==> config.mk <==
export PLATFORM = sky130hd
export DESIGN_NAME = rational_arithmetic_unit_flat
export DESIGN_NICKNAME = d
export VERILOG_FILES = /design/src/rtl/rau_pkg.sv /design/src/rtl/rau_if.sv /design/src/rtl/rational_arithmetic_unit.sv /design/src/rtl/rau_datapath.sv /design/src/rtl/rau_ctrl.sv /design/src/flat_wrapper.sv
export SDC_FILE = /design/constraint.sdc
export NUM_CORES = 2
export LEC_CHECK = 0
export ABC_CLOCK_PERIOD_IN_PS = 11200
export BUFFER_PORTS_ARGS = -buffer_cell sky130_fd_sc_hd__buf_2
export CAP_MARGIN = 20
export CORE_ASPECT_RATIO = 0.5
export CORE_MARGIN = 2
export CORE_UTILIZATION = 35
export DETAILED_ROUTE_END_ITERATION = 6
export HOLD_SLACK_MARGIN = 0.05
export PLACE_DENSITY = 0.54
export SETUP_SLACK_MARGIN = 0.4
export SYNTH_ARGS = -nofsm -noshare
export SYNTH_HDL_FRONTEND = slang
export SYNTH_HIERARCHICAL = 1
export SYNTH_SLANG_ARGS = --single-unit
==> constraint.sdc <==
create_clock -name clk -period 11.2 [get_ports clk]
set_input_delay 2.8 -clock clk [delete_from_list [all_inputs] [get_ports clk]]
set_output_delay 2.8 -clock clk [all_outputs]
set_load 0.05 [all_outputs]
==> src/rtl/rau_pkg.sv <==
`timescale 1ns / 1ps
`default_nettype none
package rau_pkg;

    typedef enum logic [2:0] {
        OP_ADD = 3'd0,
        OP_SUB = 3'd1,
        OP_MUL = 3'd2,
        OP_DIV = 3'd3,
        OP_CMP = 3'd4
    } op_t;

    localparam int unsigned REQ_TYPE_W = 3;
    localparam int unsigned RES_NUM_W  = 33;
    localparam int unsigned RES_DEN_W  = 31;
    localparam int unsigned CMP_W      = 2;

    localparam logic [CMP_W-1:0] CMP_LT = 2'b11;
    localparam logic [CMP_W-1:0] CMP_EQ = 2'b00;
    localparam logic [CMP_W-1:0] CMP_GT = 2'b01;

    typedef struct packed {
        logic load;
        logic prod;
        logic sum;
        logic gcd_step;
        logic div_start;
        logic finish;
    } rau_cmd_t;

    typedef struct packed {
        logic gcd_done;
        logic div_done;
        logic short_path;
    } rau_sts_t;

endpackage
`default_nettype wire

==> src/rtl/rau_if.sv <==
`timescale 1ns / 1ps
`default_nettype none
interface rau_req_if #(
    parameter int OPERAND_WIDTH = 16
);
    logic                            valid;
    logic                            ready;
    logic [rau_pkg::REQ_TYPE_W-1:0]  req_type;
    logic signed [OPERAND_WIDTH-1:0] a_num;
    logic signed [OPERAND_WIDTH-1:0] a_den;
    logic signed [OPERAND_WIDTH-1:0] b_num;
    logic signed [OPERAND_WIDTH-1:0] b_den;

    modport source (output valid, req_type, a_num, a_den, b_num, b_den, input ready);
    modport sink (input valid, req_type, a_num, a_den, b_num, b_den, output ready);
endinterface

interface rau_res_if #(
    parameter int OPERAND_WIDTH = 16
);
    logic                                 valid;
    logic                                 ready;
    logic signed [2*OPERAND_WIDTH:0]      res_num;
    logic [2*OPERAND_WIDTH-2:0]           res_den;
    logic signed [rau_pkg::CMP_W-1:0]     cmp_out;
    logic                                 status;

    modport source (output valid, res_num, res_den, cmp_out, status, input ready);
    modport sink (input valid, res_num, res_den, cmp_out, status, output ready);
endinterface
`default_nettype wire

==> src/rtl/rational_arithmetic_unit.sv <==
`timescale 1ns / 1ps
`default_nettype none
// channel | dir | words
// req     | in  | req_type, a_num, a_den, b_num, b_den
// res     | out | res_num, res_den, cmp_out, status
//
// One word in flight. Compare, unused op codes and zero denominators skip the
// gcd and divide steps and go straight to the finish state.
// Arithmetic ops run binary gcd steps, then two shift-subtract divides that
// reduce the numerator and the denominator by the gcd.
// Reset clears only control. Input is taken only when idle; a held result
// stalls the next word in its finish state until the held one is taken.
module rational_arithmetic_unit #(
    parameter int OPERAND_WIDTH = 16
) (
    input  wire     clk,
    input  wire     rst_n,
    rau_req_if.sink req,
    rau_res_if.source res
);
    import rau_pkg::*;

    rau_cmd_t cmd;
    rau_sts_t sts;

    rau_ctrl u_ctrl (
        .clk       (clk),
        .rst_n     (rst_n),
        .in_valid  (req.valid),
        .in_ready  (req.ready),
        .out_valid (res.valid),
        .out_ready (res.ready),
        .cmd       (cmd),
        .sts       (sts)
    );

    rau_datapath #(
        .OPERAND_WIDTH (OPERAND_WIDTH)
    ) u_dp (
        .clk      (clk),
        .cmd      (cmd),
        .sts      (sts),
        .req_type (req.req_type),
        .a_num    (req.a_num),
        .a_den    (req.a_den),
        .b_num    (req.b_num),
        .b_den    (req.b_den),
        .res_num  (res.res_num),
        .res_den  (res.res_den),
        .cmp_out  (res.cmp_out),
        .status   (res.status)
    );

endmodule
`default_nettype wire

==> src/rtl/rau_datapath.sv <==
`timescale 1ns / 1ps
`default_nettype none
module rau_datapath #(
    parameter int OPERAND_WIDTH = 16
) (
    input  wire                                  clk,
    input  wire rau_pkg::rau_cmd_t               cmd,
    output rau_pkg::rau_sts_t                    sts,
    input  wire [rau_pkg::REQ_TYPE_W-1:0]        req_type,
    input  wire [OPERAND_WIDTH-1:0]              a_num,
    input  wire [OPERAND_WIDTH-1:0]              a_den,
    input  wire [OPERAND_WIDTH-1:0]              b_num,
    input  wire [OPERAND_WIDTH-1:0]              b_den,
    output logic [2*OPERAND_WIDTH:0]             res_num,
    output logic [2*OPERAND_WIDTH-2:0]           res_den,
    output logic [rau_pkg::CMP_W-1:0]            cmp_out,
    output logic                                 status
);
    import rau_pkg::*;

    localparam int W  = OPERAND_WIDTH;
    localparam int PW = 2 * W;
    localparam int MW = PW + 1;
    localparam int CW = $clog2(MW + 1);

    logic [REQ_TYPE_W-1:0] op_reg;
    logic [W-1:0] an_m, ad_m, bn_m, bd_m;
    logic an_s, ad_s, bn_s, bd_s;
    logic [W-1:0] an_reg, ad_reg, bn_reg, bd_reg;
    logic an_s_reg, ad_s_reg, bn_s_reg, bd_s_reg;
    logic [PW-1:0] p1_reg, p2_reg, p3_reg;
    logic p1_s_reg, p2_s_reg, p3_s_reg;
    logic [MW-1:0] num_reg, den_reg;
    logic num_s_reg, den_s_reg;
    logic [MW-1:0] gx_reg, gy_reg;
    logic [CW-1:0] gk_reg;
    logic [MW-1:0] qd_reg, rem_reg, quo_reg;
    logic [CW-1:0] cnt_reg;
    logic div_sel_reg, div_busy_reg, div_done_reg;
    logic [MW-1:0] q_num_reg;

    logic [MW-1:0] sum_m;
    logic sum_s;
    logic [MW-1:0] p1e, p2e;
    logic p2n;

    function automatic logic [W-1:0] mag_of(input logic [W-1:0] v);
        mag_of = v[W-1] ? (~v + 1'b1) : v;
    endfunction

    assign an_m = mag_of(a_num);
    assign ad_m = mag_of(a_den);
    assign bn_m = mag_of(b_num);
    assign bd_m = mag_of(b_den);
    assign an_s = a_num[W-1];
    assign ad_s = a_den[W-1];
    assign bn_s = b_num[W-1];
    assign bd_s = b_den[W-1];

    assign p1e = {1'b0, p1_reg};
    assign p2e = {1'b0, p2_reg};
    assign p2n = (op_reg == OP_SUB) ? ((p2_reg != '0) & ~p2_s_reg) : p2_s_reg;

    always_comb
    begin
        if (p1_s_reg == p2n)
        begin
            sum_m = p1e + p2e;
            sum_s = p1_s_reg;
        end
        else if (p1e >= p2e)
        begin
            sum_m = p1e - p2e;
            sum_s = p1_s_reg;
        end
        else
        begin
            sum_m = p2e - p1e;
            sum_s = p2n;
        end
        if (sum_m == '0)
            sum_s = 1'b0;
    end

    logic [MW-1:0] rem_sh, rem_try;
    assign rem_sh  = {rem_reg[MW-2:0], qd_reg[MW-1]};
    assign rem_try = rem_sh - gy_reg;

    logic cmp_neg1, cmp_neg2;
    assign cmp_neg1 = p1_s_reg & (p1_reg != '0);
    assign cmp_neg2 = p2_s_reg & (p2_reg != '0);

    always_ff @(posedge clk)
    begin
        if (cmd.load)
        begin
            op_reg   <= req_type;
            an_reg   <= an_m;
            ad_reg   <= ad_m;
            bn_reg   <= bn_m;
            bd_reg   <= bd_m;
            an_s_reg <= an_s;
            ad_s_reg <= ad_s;
            bn_s_reg <= bn_s;
            bd_s_reg <= bd_s;
            div_busy_reg <= 1'b0;
            div_done_reg <= 1'b0;
        end
        if (cmd.prod)
        begin
            if (op_reg == OP_MUL)
            begin
                p1_reg   <= an_reg * bn_reg;
                p1_s_reg <= an_s_reg ^ bn_s_reg;
            end
            else
            begin
                p1_reg   <= an_reg * bd_reg;
                p1_s_reg <= an_s_reg ^ bd_s_reg;
            end
            p2_reg   <= ad_reg * bn_reg;
            p2_s_reg <= ad_s_reg ^ bn_s_reg;
            if (op_reg == OP_DIV)
            begin
                p3_reg   <= ad_reg * bn_reg;
                p3_s_reg <= ad_s_reg ^ bn_s_reg;
            end
            else
            begin
                p3_reg   <= ad_reg * bd_reg;
                p3_s_reg <= ad_s_reg ^ bd_s_reg;
            end
        end
        if (cmd.sum)
        begin
            if (op_reg == OP_ADD || op_reg == OP_SUB)
            begin
                num_reg   <= sum_m;
                num_s_reg <= sum_s;
                gx_reg    <= sum_m;
            end
            else
            begin
                num_reg   <= p1e;
                num_s_reg <= p1_s_reg & (p1_reg != '0);
                gx_reg    <= p1e;
            end
            den_reg   <= {1'b0, p3_reg};
            den_s_reg <= p3_s_reg;
            gy_reg    <= {1'b0, p3_reg};
            gk_reg    <= '0;
        end
        if (cmd.gcd_step)
        begin
            // binary gcd: strip common twos, reduce odd pairs, then put the twos back
            if (gx_reg == '0)
            begin
                gy_reg <= {gy_reg[MW-2:0], 1'b0};
                gk_reg <= gk_reg - 1'b1;
            end
            else if (!gx_reg[0] && !gy_reg[0])
            begin
                gx_reg <= gx_reg >> 1;
                gy_reg <= gy_reg >> 1;
                gk_reg <= gk_reg + 1'b1;
            end
            else if (!gx_reg[0])
                gx_reg <= gx_reg >> 1;
            else if (!gy_reg[0])
                gy_reg <= gy_reg >> 1;
            else if (gx_reg >= gy_reg)
                gx_reg <= (gx_reg - gy_reg) >> 1;
            else
            begin
                gx_reg <= (gy_reg - gx_reg) >> 1;
                gy_reg <= gx_reg;
            end
        end
        if (cmd.div_start)
        begin
            qd_reg       <= num_reg;
            rem_reg      <= '0;
            quo_reg      <= '0;
            cnt_reg      <= CW'(MW);
            div_sel_reg  <= 1'b0;
            div_busy_reg <= 1'b1;
            div_done_reg <= 1'b0;
        end
        else if (div_busy_reg)
        begin
            if (cnt_reg != '0)
            begin
                if (!rem_try[MW-1] && rem_sh >= gy_reg)
                begin
                    rem_reg <= rem_try;
                    quo_reg <= {quo_reg[MW-2:0], 1'b1};
                end
                else
                begin
                    rem_reg <= rem_sh;
                    quo_reg <= {quo_reg[MW-2:0], 1'b0};
                end
                qd_reg  <= {qd_reg[MW-2:0], 1'b0};
                cnt_reg <= cnt_reg - 1'b1;
            end
            else if (!div_sel_reg)
            begin
                q_num_reg   <= quo_reg;
                qd_reg      <= den_reg;
                rem_reg     <= '0;
                quo_reg     <= '0;
                cnt_reg     <= CW'(MW);
                div_sel_reg <= 1'b1;
            end
            else
            begin
                div_busy_reg <= 1'b0;
                div_done_reg <= 1'b1;
            end
        end
        if (cmd.finish)
        begin
            res_num <= '0;
            res_den <= '0;
            cmp_out <= CMP_EQ;
            status  <= 1'b0;
            if (op_reg == OP_CMP)
            begin
                if (cmp_neg1 != cmp_neg2)
                    cmp_out <= cmp_neg1 ? CMP_LT : CMP_GT;
                else if (p1_reg == p2_reg)
                    cmp_out <= CMP_EQ;
                else if (cmp_neg1)
                    cmp_out <= (p1_reg > p2_reg) ? CMP_LT : CMP_GT;
                else
                    cmp_out <= (p1_reg > p2_reg) ? CMP_GT : CMP_LT;
            end
            else if (op_reg <= OP_DIV)
            begin
                if (den_reg == '0)
                    status <= 1'b1;
                else
                begin
                    res_num <= ((num_s_reg ^ den_s_reg) && q_num_reg != '0)
                        ? (~q_num_reg + 1'b1) : q_num_reg;
                    res_den <= quo_reg[PW-2:0];
                end
            end
        end
    end

    assign sts.gcd_done   = (gx_reg == '0) && (gk_reg == '0);
    assign sts.div_done   = div_done_reg;
    assign sts.short_path = (op_reg > OP_DIV) || (den_reg == '0);

endmodule
`default_nettype wire

==> src/rtl/rau_ctrl.sv <==
`timescale 1ns / 1ps
`default_nettype none
module rau_ctrl (
    input  wire                 clk,
    input  wire                 rst_n,
    input  wire                 in_valid,
    output logic                in_ready,
    output logic                out_valid,
    input  wire                 out_ready,
    output rau_pkg::rau_cmd_t   cmd,
    input  wire rau_pkg::rau_sts_t sts
);
    import rau_pkg::*;

    typedef enum logic [2:0] {
        S_IDLE, S_PROD, S_SUM, S_GCD, S_DIV_GO, S_DIV, S_FIN, S_OUT
    } state_t;

    state_t state_reg, state_next;
    logic   out_valid_reg, out_valid_next;

    always_comb
    begin
        state_next     = state_reg;
        out_valid_next = out_valid_reg;
        cmd            = '0;
        if (out_valid_reg && out_ready)
            out_valid_next = 1'b0;
        case (state_reg)
            S_IDLE:
            begin
                if (in_valid)
                begin
                    cmd.load   = 1'b1;
                    state_next = S_PROD;
                end
            end
            S_PROD:
            begin
                cmd.prod   = 1'b1;
                state_next = S_SUM;
            end
            S_SUM:
            begin
                cmd.sum    = 1'b1;
                state_next = S_GCD;
            end
            S_GCD:
            begin
                if (sts.short_path)
                    state_next = S_FIN;
                else if (sts.gcd_done)
                    state_next = S_DIV_GO;
                else
                    cmd.gcd_step = 1'b1;
            end
            S_DIV_GO:
            begin
                cmd.div_start = 1'b1;
                state_next    = S_DIV;
            end
            S_DIV:
            begin
                if (sts.div_done)
                    state_next = S_FIN;
            end
            S_FIN:
            begin
                if (!out_valid_reg || out_ready)
                begin
                    cmd.finish     = 1'b1;
                    out_valid_next = 1'b1;
                    state_next     = S_IDLE;
                end
            end
            default:
            begin
                state_next = S_IDLE;
            end
        endcase
    end

    always_ff @(posedge clk or negedge rst_n)
    begin
        if (!rst_n)
        begin
            state_reg     <= S_IDLE;
            out_valid_reg <= 1'b0;
        end
        else
        begin
            state_reg     <= state_next;
            out_valid_reg <= out_valid_next;
        end
    end

    assign in_ready  = (state_reg == S_IDLE);
    assign out_valid = out_valid_reg;

endmodule
`default_nettype wire

==> src/flat_wrapper.sv <==
// flat-port wrapper written by rule: the top's interface ports become plain ports
module rational_arithmetic_unit_flat import rau_pkg::*;
#(
    parameter int OPERAND_WIDTH = 16
)
  (clk, rst_n, req_valid, req_req_type, req_a_num, req_a_den, req_b_num, req_b_den, req_ready, res_valid, res_res_num, res_res_den, res_cmp_out, res_status, res_ready);
  rau_req_if #(.OPERAND_WIDTH(OPERAND_WIDTH)) req_i ();
  rau_res_if #(.OPERAND_WIDTH(OPERAND_WIDTH)) res_i ();
  input  wire clk;
  input  wire rst_n;
  input wire logic [$bits(req_i.valid)-1:0] req_valid;
  input wire logic [$bits(req_i.req_type)-1:0] req_req_type;
  input wire logic [$bits(req_i.a_num)-1:0] req_a_num;
  input wire logic [$bits(req_i.a_den)-1:0] req_a_den;
  input wire logic [$bits(req_i.b_num)-1:0] req_b_num;
  input wire logic [$bits(req_i.b_den)-1:0] req_b_den;
  output wire logic [$bits(req_i.ready)-1:0] req_ready;
  output wire logic [$bits(res_i.valid)-1:0] res_valid;
  output wire logic [$bits(res_i.res_num)-1:0] res_res_num;
  output wire logic [$bits(res_i.res_den)-1:0] res_res_den;
  output wire logic [$bits(res_i.cmp_out)-1:0] res_cmp_out;
  output wire logic [$bits(res_i.status)-1:0] res_status;
  input wire logic [$bits(res_i.ready)-1:0] res_ready;
  assign req_i.valid = req_valid;
  assign req_i.req_type = req_req_type;
  assign req_i.a_num = req_a_num;
  assign req_i.a_den = req_a_den;
  assign req_i.b_num = req_b_num;
  assign req_i.b_den = req_b_den;
  assign req_ready = req_i.ready;
  assign res_valid = res_i.valid;
  assign res_res_num = res_i.res_num;
  assign res_res_den = res_i.res_den;
  assign res_cmp_out = res_i.cmp_out;
  assign res_status = res_i.status;
  assign res_i.ready = res_ready;
  rational_arithmetic_unit #(.OPERAND_WIDTH(OPERAND_WIDTH)) u_core (.clk(clk), .rst_n(rst_n), .req(req_i), .res(res_i));
endmodule
==> results by group <==
Outcome
  – Status: finished clean

GRT
  – First-pass GRT wire length: about 330 mm
  – Grt ovf: 0
  – Vias in the first global route: between 50000 and 60000
  – Largest net degree at the start of global routing: 76
  – All-Layer GR Usage: 21.8%
  – Initial antenna violation count: 11

Route
  – Total number of vias: 52934
  – DRT Pass-1 Iters: 6
  – Average wire per standard cell: 21.4 um
  – Routed vias/inst: 5.30
  – Antenna Nets Post-Route: 0
  – Number of remaining DRC errors: 0
  – Routed WL: between 200 and 250 mm
  – 1st-iter DRT viols: 4341

STA
  – Worst slew pin tran: 1.11 ns
  – Crit share post-route: 67.4%
  – Final min period: 7.55 ns
  – Unrepaired setup endpoints after global routing: no
  – Final count of pins violating max slew: 0
  – Skew final: 0.105 ns
  – Sum Neg Setup Slack: 0 ns
  – F_max: 132 MHz
  – Final worst setup slack: 3.65 ns
  – Slew Limit Headroom: 25.0%
  – Final setup viols: 0
  – Final Hold Fails: 0
  – WHS: 0.432 ns

Layout
  – Fraction of layout cells with a size suffix above 1: around 5.7%
  – Layout Nets: 8885
  – Area grow syn2layout: 7.55%
  – Final Util: 38.0%
  – Fin area: 0.0723 mm^2
  – Filler cell count: 19385

Pwr
  – Static Leak: 32.1 nW
  – VDD IR max: about 0.11 mV
  – Pwr/cell area: between 50 and 60 mW/mm^2

Setup path
  – Arrival time at the worst endpoint: just over 8 ns
  – Critical path required time: approximately 12 ns
  – CP most frequent cell: fa_1
  – Crit end category: flop
  – Startpoint Class: flop
  – CP Cell Sequence: buf_4, nand2_1, fa_1, inv_1, fa_1, ha_1, inv_1, fa_1, fa_1, inv_1, fa_1, ha_1, o21a_1, nor2_1, nor2_1, a311oi_1, nor3_1, o31ai_1, a41oi_1, o21ai_0, nand2b_1, a2111oi_0, a31oi_1, o211ai_1
  – Critical path's slowest cell: edfxtp_1
  – Worst path max stage delay: 0.89 ns
  – Crit path max fanout: 17
  – Kind of critical path: reg2reg

Run
  – Max-cap violations: 0

Clocking
  – Clock sinks: 520
  – Worst skew pair latency: 0.76 ns
  – Setup bufs post-CTS: 0
  – TritonCTS clock tree: done
  – Max clock buf depth: 3
  – Post-CTS Hold Fix Bufs: 0
  – Root buf cell: clkbuf_16
  – Clk slew on worst S/H paths: around 0.070 ns
  – Num CTS Buffers: 55
  – PostCTS Resize Cnt: 0
  – # H-tree levels: 2

Floorplan
  – Core area: ~0.19 mm^2
  – Chip height: 314 um
  – Num rows: 113
  – Initial Util: 35.3%
  – DIE WIDTH: ~620 um
  – Die footprint: 0.196 mm^2
  – I/O Pins: 140

Synthesis
  – Cell variety after synth: 107
  – Yosys reg bits: 520
  – Syn Inst Count: 7507
  – Seq/Total Area, Yosys: 21.0%
  – Synthesized area: roughly 0.067 mm^2
  – Most common library cells after synthesis: inv_1 (1131), nand2_1 (1012), fa_1 (782)
  – Synth Flop Type: edfxtp_1
  – Synth top area cells: fa_1 (23%), edfxtp_1 (17%), ha_1 (12%), inv_1 (6.3%), nand2_1 (5.6%)
  – Yosys top cell by area: fa_1
  – Top cell type's share of synthesized area: 23.3%
  – Ys async rst share: 0.769%
  – Number of synthesized flops with an enable pin: 370
  – Count leader, synth: inv_1
  – Syn nets: 8981
  – Syn_area_per_cell: 8.96 um^2
  – Yosys warns: 6

Placed design
  – IO buf count: 139
  – Final Wtd Congestion: 0.960
  – Area after DPL: 0.0704 mm^2
  – Dpl hpwl: approximately 160 mm
  – Setup WS pre-CTS: 3.73 ns

Worst hold path
  – Tightest Hold Check Type: reg2reg
==> worst paths after layout <==
kind	from	depth (start not counted)	slack [ns]	endpoint
setup / recovery	u_core/u_dp/an_reg[6]	24	3.65	u_core/u_dp/p1_reg[30]
hold / removal	u_core/u_dp/quo_reg[0]	0	0.43	u_core/u_dp/q_num_reg[0]
setup reg to reg	u_core/u_dp/an_reg[6]	24	3.65	u_core/u_dp/p1_reg[30]
hold reg to reg	u_core/u_dp/quo_reg[0]	0	0.43	u_core/u_dp/q_num_reg[0]
max in group asynchronous	rst_n	1	9.22	u_core/u_ctrl/state_reg[0]
min in group asynchronous	rst_n	1	1.85	u_core/u_ctrl/out_valid
==> logic make-up after synthesis <==
logic type / Yosys count / synth area share, %
compound gates: 1309 / 12.7
xor+xnor: 281 / 3.66
fa+ha+maj: 1403 / 34.8
buf+inv: 1527 / 8.68
flops: 520 / 21.0
mux: 168 / 2.56
simple gates: 2299 / 16.5
==> critical path, delay by kind of cell, from the launching register on <==
family	cells	cell delay (ns)
buffers and inverters	4	0.51
and+or+nand+nor	5	0.75
AOI/OAI and AO/OA	8	2.24
DFF	1	0.89
adders and majority gates	7	3.00
==> cell usage in the layout, fill, tap and decap left out, types with 40 or more instances in the layout <==
cell type / n
nand2_1: 1012
nor2_1: 280
fa_1: 782
o31ai_1: 48
nand3_1: 67
xor2_1: 88
nor2b_1: 40
o21bai_1: 57
buf_2: 139
o211ai_1: 49
nand2b_1: 46
nor4_1: 51
inv_1: 1131
o21ai_0: 305
a21oi_1: 323
dfxtp_1: 145
xnor2_1: 193
mux2i_1: 135
and2_1: 516
nor3_1: 95
clkbuf_16: 56
edfxtp_1: 370
buf_4: 103
o221ai_1: 40
a21o_1: 121
ha_1: 621
==> power by group <==
part,switching [mW],internal (mW)
Sequential,0.00000000000000000790,2.04
Combinational,0.0348,0.0262
Clock,0.929,1.09
Total,0.964,3.16
==> layer usage <==
| layer | GRT usage (%) | routed length [um] |
|---|---|---|
| met1 | 31.6 | 99400 |
| met2 | 34.0 | 93500 |
| met3 | 3.62 | 15800 |
| met4 | 4.70 | 4800 |
| met5 | 0 | 57 |
==> final cells by class <==
cell class / instances / area, um^2 / area share [%]
multi-input cells: 5460 / 47400 / 65.5
well taps: 2530 / 3170 / 4.38
clock inverters: 36 / 468 / 0.647
flip-flops and latches: 520 / 14100 / 19.5
repair buffers: 242 / 1470 / 2.03
inverters: 1132 / 4250 / 5.88
clock buffers: 66 / 1460 / 2.02
diodes: 3 / 7.51 / 0.0104
==> through the flow <==
stage               instances  power (mW)
floorplan                7507        2.11
global placement         9884        2.14
detailed placement       9884        2.14
CTS                      9986        4.17
global route             9989        4.25
finish                   9989        4.12
No activity file was read; power rests on OpenSTA's default activity.
